**src/sv/ffba_pkg.sv**
```systemverilog
// Shared types, constants and helpers for the first-fit block allocator.
// Used by every module of the block; depends on nothing else.
`default_nettype none

package ffba_pkg;

    localparam int SLOT_COUNT    = 64;
    localparam int IDX_W         = $clog2(SLOT_COUNT);
    localparam int CNT_W         = IDX_W + 1;
    localparam int OFF_W         = 20;
    localparam int LEN_W         = 21;
    localparam int SIZE_W        = 22;
    localparam int AGE_W         = 16;
    localparam int KB_W          = 11;
    localparam int GRANULE_BYTES = 8;
    localparam int KBYTE_SHIFT   = 10;
    localparam int MAX_POOL_KB   = 1024;
    localparam int POOL_KB_RESET = 64;

    localparam logic [AGE_W-1:0] AGE_LIMIT = 16'hFFFF;

    localparam logic [1:0] CMD_ALLOC  = 2'd0;
    localparam logic [1:0] CMD_FREE   = 2'd1;
    localparam logic [1:0] CMD_RESIZE = 2'd2;

    typedef enum logic [2:0] {
        STAT_OK           = 3'd0,
        STAT_TOO_LARGE    = 3'd1,
        STAT_NO_FIT       = 3'd2,
        STAT_TABLE_FULL   = 3'd3,
        STAT_UNKNOWN_ADDR = 3'd4
    } status_t;

    typedef enum logic [2:0] {
        OP_NOP,
        OP_BAD,
        OP_ALLOC,
        OP_FREE,
        OP_RESIZE
    } op_t;

    typedef enum logic [1:0] {
        PASS_FIND_USED,
        PASS_BEST,
        PASS_NEIGH,
        PASS_RANK
    } pass_t;

    typedef enum logic [3:0] {
        S_IDLE,
        S_SCAN,
        S_FOUND,
        S_ALLOC_DEC,
        S_AGE,
        S_RANK_END,
        S_EXACT,
        S_SPLIT_W1,
        S_SPLIT_W2,
        S_SHRINK_W1,
        S_SHRINK_W2,
        S_FREE_MERGE,
        S_GROW_DEC,
        S_GROW_W2,
        S_RESULT
    } state_t;

    typedef struct packed {
        logic [1:0]  cmd;
        logic [20:0] request_bytes;
        logic [19:0] block_address;
        logic        address_valid;
    } request_t;

    typedef struct packed {
        logic [2:0]  status;
        logic [19:0] result_address;
        logic        moved;
        logic [20:0] used_bytes;
        logic [20:0] peak_bytes;
    } result_t;

    typedef struct packed {
        op_t               op;
        logic [SIZE_W-1:0] size;
        logic              zero;
        logic [OFF_W-1:0]  addr;
    } job_t;

    typedef struct packed {
        logic empty;
        logic full;
    } q_status_t;

    // Pool size in bytes; zero counts as one kilobyte, the top is clamped.
    function automatic logic [LEN_W-1:0] pool_bytes(input logic [KB_W-1:0] kb);
        logic [KB_W-1:0] kb_c;
        kb_c = kb;
        if (kb == '0)
        begin
            kb_c = KB_W'(1);
        end
        else if (kb > KB_W'(MAX_POOL_KB))
        begin
            kb_c = KB_W'(MAX_POOL_KB);
        end
        return LEN_W'({kb_c, {KBYTE_SHIFT{1'b0}}});
    endfunction

endpackage

`default_nettype wire

```
**src/sv/ffba_front.sv**
```systemverilog
// Command front end: takes requests, rounds sizes and classifies the operation.
// Depends on ffba_pkg for the request and job types.
`default_nettype none

module ffba_front
    import ffba_pkg::*;
(
    input  wire logic      start,
    input  wire request_t  request,
    input  wire q_status_t qstat,
    input  wire logic      init_busy,
    output logic           busy,
    output logic           push,
    output job_t           job
);

    logic [SIZE_W-1:0] sum;
    logic [SIZE_W-1:0] rounded;

    always_comb
    begin
        sum     = SIZE_W'(request.request_bytes) + SIZE_W'(GRANULE_BYTES - 1);
        rounded = sum & ~SIZE_W'(GRANULE_BYTES - 1);
        if (rounded == '0)
        begin
            rounded = SIZE_W'(GRANULE_BYTES);
        end

        job.size = rounded;
        job.zero = (request.request_bytes == '0);
        job.addr = request.block_address;
        case (request.cmd)
            CMD_ALLOC:  job.op = OP_ALLOC;
            CMD_FREE:   job.op = request.address_valid ? OP_FREE : OP_BAD;
            CMD_RESIZE: job.op = request.address_valid ? OP_RESIZE : OP_ALLOC;
            default:    job.op = OP_NOP;
        endcase
    end

    assign busy = qstat.full || init_busy;
    assign push = start && !busy;

endmodule

`default_nettype wire

```
**config.mk**
```make
export PLATFORM = sky130hd
export DESIGN_NAME = ffba_front
export DESIGN_NICKNAME = d
export VERILOG_FILES = /design/src/sv/ffba_pkg.sv /design/src/sv/ffba_front.sv
export SDC_FILE = /design/constraint.sdc
export NUM_CORES = 1
export LEC_CHECK = 0
export BUFFER_PORTS_ARGS = -buffer_cell sky130_fd_sc_hd__buf_2
export CORE_MARGIN = 5
export CORE_UTILIZATION = 33
export DETAILED_ROUTE_END_ITERATION = 7
export PLACE_DENSITY = 0.84
export SETUP_SLACK_MARGIN = 0.3
export SYNTH_ARGS = -nofsm -noshare
export SYNTH_HDL_FRONTEND = slang
export SYNTH_SLANG_ARGS = --single-unit
```
**constraint.sdc**
```tcl
create_clock -name vclk -period 2.9
set_clock_uncertainty 0.15 [all_clocks]
set_input_delay 0.435 -clock vclk [all_inputs]
set_output_delay 0.435 -clock vclk [all_outputs]
set_load 0.02 [all_outputs]
```
==> flow_summary.json <==
{
  "die_w_um": 56.9,
  "synth_top_area_share_pct": 23.8,
  "swShare_pct": 59.1,
  "ys_types": 31,
  "grt_max_degree": 7,
  "synth.most_common_cell": "buf_4",
  "synth.avg_cell_area_um2": 7.24,
  "cp-end-kind": "output pin",
  "setup_viol": 0,
  "die_h_um": 56.9,
  "layout-drive-gt1-share_pct": 55.0,
  "max_freq_mhz": 357,
  "critPathKind": "input port to output pin",
  "finalPower_uw": 140,
  "gr-usage-all-layers_pct": 12.2,
  "ys_warn_count": 0,
  "grt_pass1_wl_mm": 3.35,
  "clockBufferCount": 0,
  "cp-start-kind": "input port",
  "cap_violations": 0,
  "leakage_uw": 0.000481,
  "antenna_left": 0,
  "p_switching_uw": 82.8,
  "regArea_um2": 0,
  "syn2layout_area_growth_pct": 39.9,
  "ir_drop_mv": 0.0852,
  "nFillCells": 225,
  "start_util_pct": 33.7,
  "die_area_um2": 3230,
  "core_um2": 2150,
  "via_per_inst": 4.78,
  "rsz0062_at_grt": "yes",
  "setup_tns_ns": 0,
  "io_pins": 96,
  "post-route-min-period_ns": 2.80,
  "place_congestion": 0.802,
  "via_count": 803,
  "yosys-top-cells-area": "buf_4 24%, xnor2_1 17%, xor2_1 7.3%, nand2_1 5.2%, nand3_1 4.1%",
  "hold_class": "input port to output pin",
  "grt_pass1_vias": 772,
  "cts-hold-fix-buffers": 0,
  "hold_depth": 0,
  "power_frac_seq_pct": 0,
  "arrival_ns": 2.22,
  "p_per_area_nw_per_um2": 138,
  "min_from": "request[5]",
  "synth.top_cells.by_count": "23 x buf_4, 14 x xnor2_1, 10 x nand2_1",
  "drt-total-wl_mm": 2.13,
  "place_hpwl_mm": 1.85,
  "cp.required_ns": 2.32,
  "nNetsFinal": 190,
  "p_int_uw": 57.2,
  "syn-instance-count": 100,
  "finalHoldViolations": 0,
  "first_iter_violations": 4,
  "port_buffers": 52,
  "antenna_found_initial": 0,
  "wl_per_cell_um": 12.7,
  "netlist_area_um2": 724,
  "flops_and_latches": 0,
  "min_period_over_period_pct": 96.6,
  "maxSlewViolCount": 0,
  "drt_pass1_iterations": 2,
  "clock_power_share_pct": 0,
  "crit_fanout": 2,
  "multi_input_area_um2": 618,
  "overflow": 0,
  "diodes": 0,
  "yosysSeqAreaShare_pct": 0,
  "place_ws_ns": -0.0402,
  "num_rows": 17,
  "worst_slack_ns": 0.0983,
  "p_comb_share_pct": 100.0,
  "status": "finished, final reports clean",
  "route.detailed.drc": 0,
  "netlist.top_cell.by_area": "buf_4",
  "hold_end": "job[4]"
}
==> worst max path at each step <==
stage / from / endpoint / slack, ns / cells past startpoint
floorplan: request[23] / job[24] / 0.19 / 6
global placement: request[34] / job[24] / 0.01 / 7
detailed placement: request[34] / job[24] / -0.04 / 7
CTS: request[23] / job[20] / 0.09 / 7
global route: request[23] / job[20] / 0.02 / 7
finish: request[23] / job[20] / 0.1 / 7
==> area by class of cell <==
| type | count | area share, % |
|---|---|---|
| repair buffers | 62 | 34.8 |
| multi-input cells | 76 | 61.0 |
| inverters | 2 | 0.741 |
| well taps | 28 | 3.46 |
==> power by group through the flow <==
stage / Sequential [µW] / Clock (µW) / Combinational [µW]
2_1_floorplan: 0 / 0 / 114
3_3_place_gp: 0 / 0 / 131
3_5_place_dp: 0 / 0 / 133
4_1_cts: 0 / 0 / 138
5_1_grt: 0 / 0 / 152
6_report: 0 / 0 / 140
==> stage by stage <==
step | hold slack, ns | area [µm²] | util [%] | cells
after floorplan | 0.798 | 768 | - | 102
after detailed placement | 0.720 | 953 | 44.4 | 167
after global placement | 0.720 | 953 | 44.4 | 167
after CTS | 0.720 | 986 | 45.9 | 167
final | 0.720 | 1010 | 47.2 | 168
after global routing | 0.720 | 1010 | 47.2 | 168
==> worst max-delay path, cell delays in order <==
cell and delay, ns:
buf_6 0.10, or3_4 0.38, or4_4 0.44, a2111oi_4 0.37
a31oi_4 0.08, nor4_4 0.22, buf_4 0.18
==> logic make-up (layout without fill, tap and decap cells) <==
kind of cell              count (synthesis)  after routing  synth area share, %
xor gates and xnor gates                 20             20                 24.2
and+or+nand+nor                          43             43                 33.7
AOI/OAI and AO/OA                         9              9                 14.7
buffers and inverters                    26             64                 25.6
other                                     1              3                0.518
muxes                                     1              1                 1.38
==> layout by cell type, fill, tap and decap left out, types with 2 or more instances in the layout <==
cell,instances
and4_1,2
inv_1,2
nand2_1,10
a21oi_1,2
buf_6,2
nor2_1,6
nor4_1,2
buf_4,12
conb_1,3
and3_2,2
and3_1,3
nand4_1,2
nor3_1,2
xor2_1,6
xnor2_1,14
nor4_4,2
nand3_1,6
buf_2,48
==> what timing repair did <==
item	4_1_cts	5_1_grt
resized for setup	8	3
setup endpoints to repair	2	3
endpoints found under the hold margin	0	0
buffers inserted	0	1
gates cloned	0	0
pin swaps	1	0
==> routing by layer <==
metal / track usage (%) / share of wire (%) / vias to the layer above
met5: 0 / 0 / -
met4: 1.32 / 0.42 / 0
met1: 12.9 / 35 / 353
li1: - / - / 408
met3: 3.45 / 12 / 2
met2: 24.1 / 53 / 40
(Power assumes the default switching activity.)
