===== config.mk =====
export PLATFORM = sky130hd
export DESIGN_NAME = ffba_queue
export DESIGN_NICKNAME = d
export VERILOG_FILES = /design/src/sv/ffba_pkg.sv /design/src/sv/ffba_queue.sv
export SDC_FILE = /design/constraint.sdc
export NUM_CORES = 1
export LEC_CHECK = 0
export BUFFER_PORTS_ARGS = -buffer_cell sky130_fd_sc_hd__buf_2
export CORE_AREA = 2 2 93 95
export DETAILED_ROUTE_END_ITERATION = 10
export DIE_AREA = 0 0 95 97
export PLACE_DENSITY = 0.71
export SLEW_MARGIN = 10
export SYNTH_ARGS = -nofsm -noshare
export SYNTH_HDL_FRONTEND = slang
export SYNTH_SLANG_ARGS = --single-unit

===== constraint.sdc =====
create_clock -name clk -period 3.5 [get_ports clk]
set_clock_uncertainty 0.05 [all_clocks]
set_input_delay 0 -clock clk [delete_from_list [all_inputs] [get_ports clk]]
set_output_delay 0 -clock clk [all_outputs]
set_load 0.005 [all_outputs]

===== src/sv/ffba_pkg.sv =====
// Shared types, constants and helpers for the first-fit block allocator.
// Used by every module of the block; depends on nothing else.
`default_nettype none

package ffba_pkg;

    localparam int SLOT_COUNT    = 64;
    localparam int IDX_W         = $clog2(SLOT_COUNT);
    localparam int CNT_W         = IDX_W + 1;
    localparam int OFF_W         = 20;
    localparam int LEN_W         = 21;
    localparam int SIZE_W        = 22;
    localparam int AGE_W         = 16;
    localparam int KB_W          = 11;
    localparam int GRANULE_BYTES = 8;
    localparam int KBYTE_SHIFT   = 10;
    localparam int MAX_POOL_KB   = 1024;
    localparam int POOL_KB_RESET = 64;

    localparam logic [AGE_W-1:0] AGE_LIMIT = 16'hFFFF;

    localparam logic [1:0] CMD_ALLOC  = 2'd0;
    localparam logic [1:0] CMD_FREE   = 2'd1;
    localparam logic [1:0] CMD_RESIZE = 2'd2;

    typedef enum logic [2:0] {
        STAT_OK           = 3'd0,
        STAT_TOO_LARGE    = 3'd1,
        STAT_NO_FIT       = 3'd2,
        STAT_TABLE_FULL   = 3'd3,
        STAT_UNKNOWN_ADDR = 3'd4
    } status_t;

    typedef enum logic [2:0] {
        OP_NOP,
        OP_BAD,
        OP_ALLOC,
        OP_FREE,
        OP_RESIZE
    } op_t;

    typedef enum logic [1:0] {
        PASS_FIND_USED,
        PASS_BEST,
        PASS_NEIGH,
        PASS_RANK
    } pass_t;

    typedef enum logic [3:0] {
        S_IDLE,
        S_SCAN,
        S_FOUND,
        S_ALLOC_DEC,
        S_AGE,
        S_RANK_END,
        S_EXACT,
        S_SPLIT_W1,
        S_SPLIT_W2,
        S_SHRINK_W1,
        S_SHRINK_W2,
        S_FREE_MERGE,
        S_GROW_DEC,
        S_GROW_W2,
        S_RESULT
    } state_t;

    typedef struct packed {
        logic [1:0]  cmd;
        logic [20:0] request_bytes;
        logic [19:0] block_address;
        logic        address_valid;
    } request_t;

    typedef struct packed {
        logic [2:0]  status;
        logic [19:0] result_address;
        logic        moved;
        logic [20:0] used_bytes;
        logic [20:0] peak_bytes;
    } result_t;

    typedef struct packed {
        op_t               op;
        logic [SIZE_W-1:0] size;
        logic              zero;
        logic [OFF_W-1:0]  addr;
    } job_t;

    typedef struct packed {
        logic empty;
        logic full;
    } q_status_t;

    // Pool size in bytes; zero counts as one kilobyte, the top is clamped.
    function automatic logic [LEN_W-1:0] pool_bytes(input logic [KB_W-1:0] kb);
        logic [KB_W-1:0] kb_c;
        kb_c = kb;
        if (kb == '0)
        begin
            kb_c = KB_W'(1);
        end
        else if (kb > KB_W'(MAX_POOL_KB))
        begin
            kb_c = KB_W'(MAX_POOL_KB);
        end
        return LEN_W'({kb_c, {KBYTE_SHIFT{1'b0}}});
    endfunction

endpackage

`default_nettype wire


===== src/sv/ffba_queue.sv =====
// Two-entry job queue between the command front end and the table engine.
// Depends on ffba_pkg for the job type.
`default_nettype none

module ffba_queue
    import ffba_pkg::*;
(
    input  wire logic      clk,
    input  wire logic      rst_n,
    input  wire logic      push,
    input  wire job_t      push_job,
    input  wire logic      pop,
    output job_t           head,
    output q_status_t      qstat
);

    job_t       entry_reg [2];
    logic       wr_ptr_reg;
    logic       rd_ptr_reg;
    logic [1:0] count_reg;
    logic       wr_ptr_next;
    logic       rd_ptr_next;
    logic [1:0] count_next;

    always_comb
    begin
        wr_ptr_next = wr_ptr_reg;
        rd_ptr_next = rd_ptr_reg;
        count_next  = count_reg;
        if (push)
        begin
            wr_ptr_next = ~wr_ptr_reg;
        end
        if (pop)
        begin
            rd_ptr_next = ~rd_ptr_reg;
        end
        if (push && !pop)
        begin
            count_next = count_reg + 2'd1;
        end
        else if (pop && !push)
        begin
            count_next = count_reg - 2'd1;
        end
    end

    always_ff @(posedge clk or negedge rst_n)
    begin
        if (!rst_n)
        begin
            wr_ptr_reg <= 1'b0;
            rd_ptr_reg <= 1'b0;
            count_reg  <= 2'd0;
        end
        else
        begin
            wr_ptr_reg <= wr_ptr_next;
            rd_ptr_reg <= rd_ptr_next;
            count_reg  <= count_next;
        end
    end

    always_ff @(posedge clk)
    begin
        if (push)
        begin
            entry_reg[wr_ptr_reg] <= push_job;
        end
    end

    assign head        = entry_reg[rd_ptr_reg];
    assign qstat.empty = (count_reg == 2'd0);
    assign qstat.full  = (count_reg == 2'd2);

endmodule

`default_nettype wire


==> results.md, run 1 <==
- The flow ran to the end, and the final reports show no timing, DRC or antenna violations.
- The sequential fraction of the synthesis area is about 79%.
- The leakage power of the design is 1.96 nW.
- The number of slew-limit violations in the final report is 0.
- The final core utilization is approximately three fifths.
- 0 antenna diodes ended up in the layout.
- Dividing the detail-routed via count by the number of cells gives around 4.7.
- The cell at the root of the clock tree is sky130_fd_sc_hd__clkbuf_8.
- The number of nets with antenna violations after detailed routing is 0.
- The vias after detailed routing is 1984.
- The kind of capture point of the worst setup path is a primary output.
- Setup slack closes at 1.41 ns.
- The first TritonRoute pass finished after 5 iterations.
- The average cell area after synthesis is 22.8 um2.
- STA classifies the critical path startpoint as a flip-flop.
- The number of placed I/O pins is 98.
- The path type of the worst min-delay path is in2reg.
- The detailed router finished its first iteration with 110 violations.
- Across the run, the number of max-cap violations was 0.
- In this run the number of H-tree levels came out at 3.
- The post-synthesis instance total is 159.
- For this design the ratio of total power to cell area is 673 nW/um2.
- The share of the synthesized area in the top cell type is 76.1%.
- Data on the critical path arrives at its endpoint at a little over 2 ns.
- Final hold analysis gives a worst-case slack of between 0.3 and 0.4 ns.
- For this run the aggregate overflow at the end of global routing stands at 0.
- The first global-routing pass estimated slightly below 10000 um of wire.
- In this run the cell area measured after placement is 4230 um2.
- The mapped cell area is 3630 um2.
- The die covers 9220 um2.
- The number of nets produced by synthesis is 210.
- Buffers inserted to repair hold after CTS numbered 50.
- The total routing usage reported by global routing is 14.4%.
- Compared with the post-synthesis result, the final layout area differs by 35.2%.
- The TritonCTS clock tree is built.
- After routing, the total negative slack on setup checks comes to 0 ns.
- Entering global routing, the biggest net connects 47 pins.
- The total power is between 3 and 4 mW.
- The ratio of cells with drive above 1 in the final layout is 50.2%.
- The number of flip-flops under the largest register name is 92.
- The worst setup path is of the reg2out kind.
- The fill cell instance count of the final layout is 613.
- The worst path uses 59.7% of the clock period.
- The slew of the pin with the lowest slew margin is 1.12 ns.
- The floorplan has 33 rows.
- For this block, the routed nets add up to 6480 um of wire.
- The maximum VDD drop is roughly 310 uV.
- The biggest fanout along the worst timing path is 23.
- The Yosys step of the flow raised 0 warnings.
- The net count of the finished layout is approximately 370.
- The flip-flop and latch area is 2860 um2.
- The number of buffers inserted during clock tree synthesis is 9.
- The remaining routing DRC violations is 0.
- The total area inside the core boundary comes to 8130 um2.
- STA puts the critical path data required time at 3.45 ns.
- Yosys attributes the largest share of cell area to sky130_fd_sc_hd__edfxtp_1, sky130_fd_sc_hd__mux2_4, sky130_fd_sc_hd__mux2_2, sky130_fd_sc_hd__dfrtp_1, sky130_fd_sc_hd__buf_6.
- The count of input and output buffers is 97.
- The number of resized instances in the post-cts repair step is 0.
- Setup repair after global routing left no endpoint under its margin.
- For this configuration, the core starts out at a cell density of 44.6%.
- The synthesized design contains 96 register bits.
- The final estimated routing congestion in global placement is roughly 0.70.
- The average detailed-routed wire length per instance is 15.3 um.
- The number of antenna violations at the first check in global routing is 0.
- The half-perimeter wire length after placement is 4130 um.
- The buffers inserted during post-CTS setup optimization is 0.
- The library cell occupying the most area in the post-synthesis netlist is sky130_fd_sc_hd__edfxtp_1.
- After routing the design area is 4910 um2.
- Measured along the y axis, the die boundary spans 97 um.
- The via count of the first global-routing pass is 2074.
- The area of the multi-input gates is 722 um2.
- Counting every sink on the clock net gives 96.
- The fmax is 479 MHz.
- Setup violations remaining at the end of the flow were counted as 0.
- After synthesis, the netlist uses 13 different library cells.
- The final number of hold-violating endpoints is 0.
- The worst slew margin relative to its limit is roughly a quarter.
- Clock latency on the worst-skew pair, taken at its later pin, is 0.34 ns.
- The total placed cells including tap cells is 359.
- The final cell count without fillers is 424.
- For the finished layout, the period the worst path requires is 2.09 ns.
- OpenSTA, run right after detailed placement, puts the worst setup slack at 1.60 ns.
- The register clock-pin slew on the reported worst setup and hold paths is 0.08 ns.
- No sink is reached through more buffers than the 2 on the longest clock path.
- The chip width is 95 um.
[synthesized netlist by cell type, drive strengths merged]
library cell / number
and2: 1
buf: 5
dfrtp: 4
edfxtp: 92
ha: 1
inv: 1
mux2: 46
nor2: 2
nor2b: 2
xnor2: 1
xor2: 4
[power by group]
group	switching [mW]	internal, mW	leakage [nW]	total [mW]
sequential	0.128	1.53	0.909	1.66
combinational	0.411	0.578	0.966	0.989
clock	0.339	0.319	0.0849	0.658
[logic make-up (layout without fill, tap and decap cells)]
group | Yosys count | after routing | share of synthesized area, %
adders and majority gates | 1 | 1 | 0.345
and+or+nand+nor | 5 | 5 | 0.724
buffers and inverters | 6 | 166 | 1.48
xor gates and xnor gates | 5 | 5 | 1.21
DFF | 96 | 96 | 78.9
muxes | 46 | 46 | 17.4
[final cells by class]
class	instances	share of cell area, %
multi-input cells	57	14.7
clock buffers	10	2.60
inverters	1	0.0765
well taps	105	2.68
clock inverters	5	0.995
repair buffers	150	20.6
flip-flops and latches	96	58.4
[critical path, cell delays in order (launching register included)]
cell                      delay (ns)
sky130_fd_sc_hd__dfrtp_2        0.79
sky130_fd_sc_hd__buf_4          0.39
sky130_fd_sc_hd__mux2_2         0.38
sky130_fd_sc_hd__buf_2          0.13
[cells in the final DEF, fill, tap and decap left out]
cell                            Yosys  final
sky130_fd_sc_hd__and2_2             0      1
sky130_fd_sc_hd__buf_2              1     97
sky130_fd_sc_hd__buf_4              0      3
sky130_fd_sc_hd__bufinv_16          0      1
sky130_fd_sc_hd__clkbuf_1           0      1
sky130_fd_sc_hd__clkbuf_8           0      9
sky130_fd_sc_hd__clkinv_1           0      3
sky130_fd_sc_hd__clkinvlp_4         0      1
sky130_fd_sc_hd__dfrtp_1            4      3
sky130_fd_sc_hd__dfrtp_2            0      1
sky130_fd_sc_hd__dlygate4sd3_1      0     50
sky130_fd_sc_hd__edfxtp_1          92     92
sky130_fd_sc_hd__ha_1               1      1
sky130_fd_sc_hd__inv_1              1      1
sky130_fd_sc_hd__mux2_2            16     16
sky130_fd_sc_hd__mux2_4            30     30
sky130_fd_sc_hd__nor2_1             2      2
sky130_fd_sc_hd__nor2b_1            2      1
sky130_fd_sc_hd__nor2b_4            0      1
sky130_fd_sc_hd__xnor2_1            1      1
sky130_fd_sc_hd__xor2_1             4      4
[worst paths after layout]
kind                         startpoint          endpoint  slack (ns)  depth (start not counted)
min reg2reg                count_reg[1]      count_reg[1]        0.45                          1
min                        push_job[27]  entry_reg[0][27]        0.33                          2
max in group asynchronous         rst_n        rd_ptr_reg        2.72                          3
max                          rd_ptr_reg          head[38]        1.41                          3
max reg2reg                  wr_ptr_reg  entry_reg[0][32]        1.65                          2
min in group asynchronous         rst_n        rd_ptr_reg        0.50                          3
[per-layer routing]
metal / global-route usage (%) / vias up / part of all wire [%]
li1: - / 927 / -
met1: 17.2 / 990 / 43
met2: 24.8 / 59 / 51
met3: 3.35 / 8 / 3.8
met5: 0 / - / 0
met4: 6.02 / 0 / 1.5
Power figures use the tool's default switching activity.
==> inputs of run 2 (changes only) <==
--- a/config.mk
+++ b/config.mk
@@ -5,11 +5,12 @@
 export SDC_FILE = /design/constraint.sdc
 export NUM_CORES = 1
 export LEC_CHECK = 0
+export ABC_AREA = 1
 export BUFFER_PORTS_ARGS = -buffer_cell sky130_fd_sc_hd__buf_2
-export CORE_AREA = 2 2 93 95
+export CORE_AREA = 2 2 94 96
 export DETAILED_ROUTE_END_ITERATION = 10
-export DIE_AREA = 0 0 95 97
-export PLACE_DENSITY = 0.71
+export DIE_AREA = 0 0 96 98
+export PLACE_DENSITY = 0.73
 export SLEW_MARGIN = 10
 export SYNTH_ARGS = -nofsm -noshare
 export SYNTH_HDL_FRONTEND = slang
==> constraint.sdc (replaced) <==
create_clock -name clk -period 1.8 [get_ports clk]
set_clock_uncertainty 0.05 [all_clocks]
set_input_delay 0 -clock clk [delete_from_list [all_inputs] [get_ports clk]]
set_output_delay 0 -clock clk [all_outputs]
set_load 0.005 [all_outputs]
==> run 2 against run 1 <==
Effect of this change:
- die area increased by 2.1%
- critical path type unchanged
- combinational power rose by 110%
- total power increased by 100%
- non-clock buffer count is 2 higher
- sequential share of layout area down 1.1 points
- cell count rose by 3.5%
- worst setup slack worse by 1.2 ns
- highest routed layer unchanged
- via count grew 0.81%
- register-to-register slack got worse by 1.2 ns
- routed wire length decreased by 4.4%
- clock power rose by 130%
==> results.md, run 2 <==
- Run status: finished, final reports clean (unchanged).
- The number of sinks handled by clock tree synthesis was 96 (unchanged).
- The via density per instance is 4.56 (was 4.68).
- The library cell occupying the most area in the post-synthesis netlist was sky130_fd_sc_hd__edfxtp_1 (unchanged).
- The wire length after detailed routing is 6190 um (was 6480 um).
- The worst slew margin relative to its limit is 74.3% (was 25.3%).
- The vias after detailed routing came to 2000 (was 1984).
- The clock tree buffer depth is 2 (unchanged).
- The worst path buffer plus inverter count is 2 (unchanged).
- The remaining routing DRC violations is 0 (unchanged).
- RSZ-0062 raised after global routing: false (unchanged).
- The worst setup slack for register-to-register paths is 0.49 ns (was 1.65 ns).
- The total of warnings raised by yosys came to 0 (unchanged).
- The number of hold-repair buffers added at the cts stage is 50 (unchanged).
- The startpoint of the worst hold path is push_job[38] (was push_job[27]).
- The fill cell instance count of the final layout is 668 (was 613).
- The number of nets produced by synthesis came to 219 (was 210).
- The antenna diode count is 0 (unchanged).
- The number of placed I/O pins is 98 (unchanged).
- The number of failing setup endpoints in the final timing report was 0 (unchanged).
- The register clock-pin slew on the reported worst setup and hold paths is 0.09 ns (was 0.08 ns).
- The simple-gate area share of the yosys netlist is 1.13% (was 0.724%).
- The total routing usage reported by global routing was 13.7% (was 14.4%).
- The flip-flop and latch area was 2860 um2 (unchanged).
- The number of flip-flops under the largest register name is 92 (unchanged).
- The starting density of the core is 43.1% (was 44.6%).
- The average cell area after synthesis is 21.7 um2 (was 22.8 um2).
- The signed area change from the synthesized netlist to the final layout was 36.9% (was 35.2%).
- The fraction of the mapped netlist area in compound gates is 0% (unchanged).
- The slew of the pin with the lowest slew margin was 0.386 ns (was 1.12 ns).
- The most frequent standard cell in the layout excluding fill and tap cells was sky130_fd_sc_hd__buf_2 (unchanged).
- The number of levels the H-tree was split into was 3 (unchanged).
- The wire length of the first global-routing pass is 9640 um (was 9940 um).
- After layout, the minimum clock period comes to between 1.5 and 2 ns.
- The total power per unit cell area is 1330 nW/um2 (was 673 nW/um2).
- The sequential fraction of the synthesis area came to 78.4% (was 78.9%).
- The leading cell type by number of instances after synthesis is sky130_fd_sc_hd__edfxtp_1 (unchanged).
- The number of instances on the worst hold path came to 2 (unchanged).
- The largest stage delay on the critical path was 0.39 ns (was 0.79 ns).
- The die boundary height is 98 um (was 97 um).
- The number of resized instances in the post-cts repair step came to 0 (unchanged).
- The net count of the finished layout came to 377 (was 366).
- The mapped cell area is 3650 um2 (was 3630 um2).
- The average detailed-routed wire length per instance was 14.1 um (was 15.3 um).
- The number of antenna violations at the first check in global routing is 0 (unchanged).
- The number of max-capacitance violations reported is 0 (unchanged).
- The count of input and output buffers came to 97 (unchanged).
- The share of the synthesized area in the top cell type is 75.7% (was 76.1%).
- The category of the critical setup timing path is reg2out (unchanged).
- The number of buffers inserted during clock tree synthesis came to 9 (unchanged).
- The final core utilization is 59.0% (was 60.3%).
- The kind of capture point of the worst setup path is a primary output (unchanged).
- The maximum VDD drop is 751 uV (was 308 uV).
- The cell at the root of the clock tree is sky130_fd_sc_hd__clkbuf_8 (unchanged).
- The half-perimeter wire length after placement is 3790 um (was 4130 um).
- The kind of start point of the critical path is a flip-flop (unchanged).
- The proportion of synthesized flip-flops having asynchronous set or reset came to 4.17% (unchanged).
- The count of flip-flops with a built-in enable after synthesis came to 92 (unchanged).
- The final estimated routing congestion in global placement is 0.649 (was 0.698).
- The standard-cell row count came to 34 (was 33).
- The final number of hold-violating endpoints is 0 (unchanged).
- The kind of cell adding the most delay to the critical path is buffers and inverters (was flip-flops).
- The beginning of the worst register-to-register path is wr_ptr_reg (unchanged).
- The TritonCTS clock tree is built (unchanged).
- The combinational family with the most area after synthesis is multiplexers (unchanged).
- Static timing analysis puts the maximum clock frequency at 614 MHz.
- The post-synthesis instance total came to 168 (was 159).
- Top cells by area in the synthesized netlist: sky130_fd_sc_hd__edfxtp_1, sky130_fd_sc_hd__mux2_4, sky130_fd_sc_hd__mux2_2, sky130_fd_sc_hd__dfrtp_1, sky130_fd_sc_hd__buf_6 (unchanged).
- The share of cell area taken by muxes after synthesis is 17.3% (was 17.4%).
- The ratio of cells with drive above 1 in the final layout was 50.2% (about the same).
- The path type of the worst min-delay path is in2reg (unchanged).
- The DRC violation total after the first TritonRoute iteration is 44 (was 110).
- The via count of the first global-routing pass is 2053 (was 2074).
- The number of nets with antenna violations after detailed routing was 0 (unchanged).
- Highest-count cells in the layout ignoring fill and taps: sky130_fd_sc_hd__buf_2, sky130_fd_sc_hd__edfxtp_1, sky130_fd_sc_hd__dlygate4sd3_1, sky130_fd_sc_hd__mux2_4, sky130_fd_sc_hd__mux2_2 (unchanged).
- The sum of overflow across all layers after global routing is 0 (unchanged).
- The most common flop cell mapped by yosys is sky130_fd_sc_hd__edfxtp_1 (unchanged).
- The XOR/XNOR share of the synthesized area is 0.720% (was 1.21%).
- The buffers inserted during post-CTS setup optimization came to 0 (unchanged).
- The share of synthesized cell area in full adder, half adder and majority cells is 0.343% (was 0.345%).
- The distinct cell type count after synthesis is 14 (was 13).
- The worst flop-to-flop path endpoint is entry_reg[1][30] (was entry_reg[0][32]).
- The number of slew-limit violations in the final report is 0 (unchanged).
- The placeable core region is 8470 um2 (was 8130 um2).
- The area enclosed by the die boundary was 9410 um2 (was 9220 um2).
- The leakage power of the design is 2.02 nW (was 1.96 nW).
- The biggest fanout along the worst timing path is 47 (was 23).
- The detailed-router iteration count before antenna repair is 4 (was 5).
- The data arrival time at the worst-slack endpoint was 1.58 ns (was 2.04 ns).
- The total power is 6.67 mW (was 3.30 mW).
- The pin count of the biggest net entering global routing is 48 (was 47).
- The worst endpoint required time is 1.75 ns (was 3.45 ns).
- The worst reg-to-reg path cell count came to 3 (was 2).
- Crit-path cells: buf_12 > mux2_2 > buf_2 (was buf_4 > mux2_2 > buf_2).
- The clock latency on the worst-skew pair was 0.35 ns (was 0.34 ns).
- The worst min-delay path endpoint is entry_reg[1][38] (was entry_reg[0][27]).
- The area of the multi-input gates is 718 um2 (was 722 um2).
- The total of flip-flops plus latches after synthesis came to 96 (unchanged).
- The share of the cycle needed by the critical path after routing is 90.5%.
- The highest-delay cell along the critical path is sky130_fd_sc_hd__mux2_2 (was sky130_fd_sc_hd__dfrtp_2).
- Most frequent cells after synthesis: sky130_fd_sc_hd__edfxtp_1, sky130_fd_sc_hd__mux2_4, sky130_fd_sc_hd__mux2_2 (unchanged).
- The chip width is 96 um (was 95 um).
run 2: cell types whose count changed after synthesis:
cell | before | now
sky130_fd_sc_hd__nor2_1 | 2 | 3
sky130_fd_sc_hd__nand2_1 | 0 | 5
sky130_fd_sc_hd__inv_1 | 1 | 7
sky130_fd_sc_hd__nor2b_1 | 2 | 0
sky130_fd_sc_hd__xor2_1 | 4 | 2
sky130_fd_sc_hd__and2_1 | 1 | 0
sky130_fd_sc_hd__nand3_1 | 0 | 1
sky130_fd_sc_hd__nand4_1 | 0 | 1
run 2: kinds of logic after synthesis:
| kind of cell | count (synthesis) |
|---|---|
| DFF | 96 |
| muxes | 46 |
| buffers and inverters | 12 |
| and+or+nand+nor | 10 |
| xor gates and xnor gates | 3 |
| adders and majority gates | 1 |
run 2: metrics by stage:
step	cells	instance area, um2	hold slack (ns)	setup TNS, ns	worst slack (ns)
4_1_cts	439	5000	0.292	0	0.132
2_1_floorplan	168	3660	-0.346	-0.781	-0.0170
3_3_place_gp	373	4280	-0.240	0	0.506
3_5_place_dp	373	4280	-0.234	0	0.478
6_report	439	5000	0.316	0	0.171
5_1_grt	439	5000	0.311	0	0.112
run 2: where the power goes:
part | internal [mW] | switching (mW) | total, mW
sequential | 2.97 | 0.134 | 3.10
clock | 0.785 | 0.713 | 1.50
combinational | 1.16 | 0.912 | 2.07
run 2: final cells by class:
cell class	instances	share of cell area, %
Inverter	7	0.526
Multi-Input combinational cell	60	14.4
Clock buffer	9	2.48
Sequential cell	96	57.3
Clock inverter	7	1.88
Timing Repair Buffer	152	20.7
Tap cell	108	2.70
run 2: metal layers:
metal	global-route usage (%)	share of wire [%]	up-vias
met1	16.3	41	981
met3	3.24	4.1	6
met2	23.3	54	55
met5	0	0	-
li1	-	-	958
met4	6.26	1.0	0
run 2: worst max-delay path by stage:
stage               startpoint               end  slack [ns]  cells past startpoint
finish              rd_ptr_reg           head[1]        0.17                      3
global route        rd_ptr_reg           head[1]        0.11                      3
CTS                 rd_ptr_reg           head[1]        0.13                      3
detailed placement  wr_ptr_reg  entry_reg[1][31]        0.48                      3
global placement    wr_ptr_reg  entry_reg[1][31]        0.51                      3
floorplan           wr_ptr_reg   entry_reg[1][0]       -0.02                      2
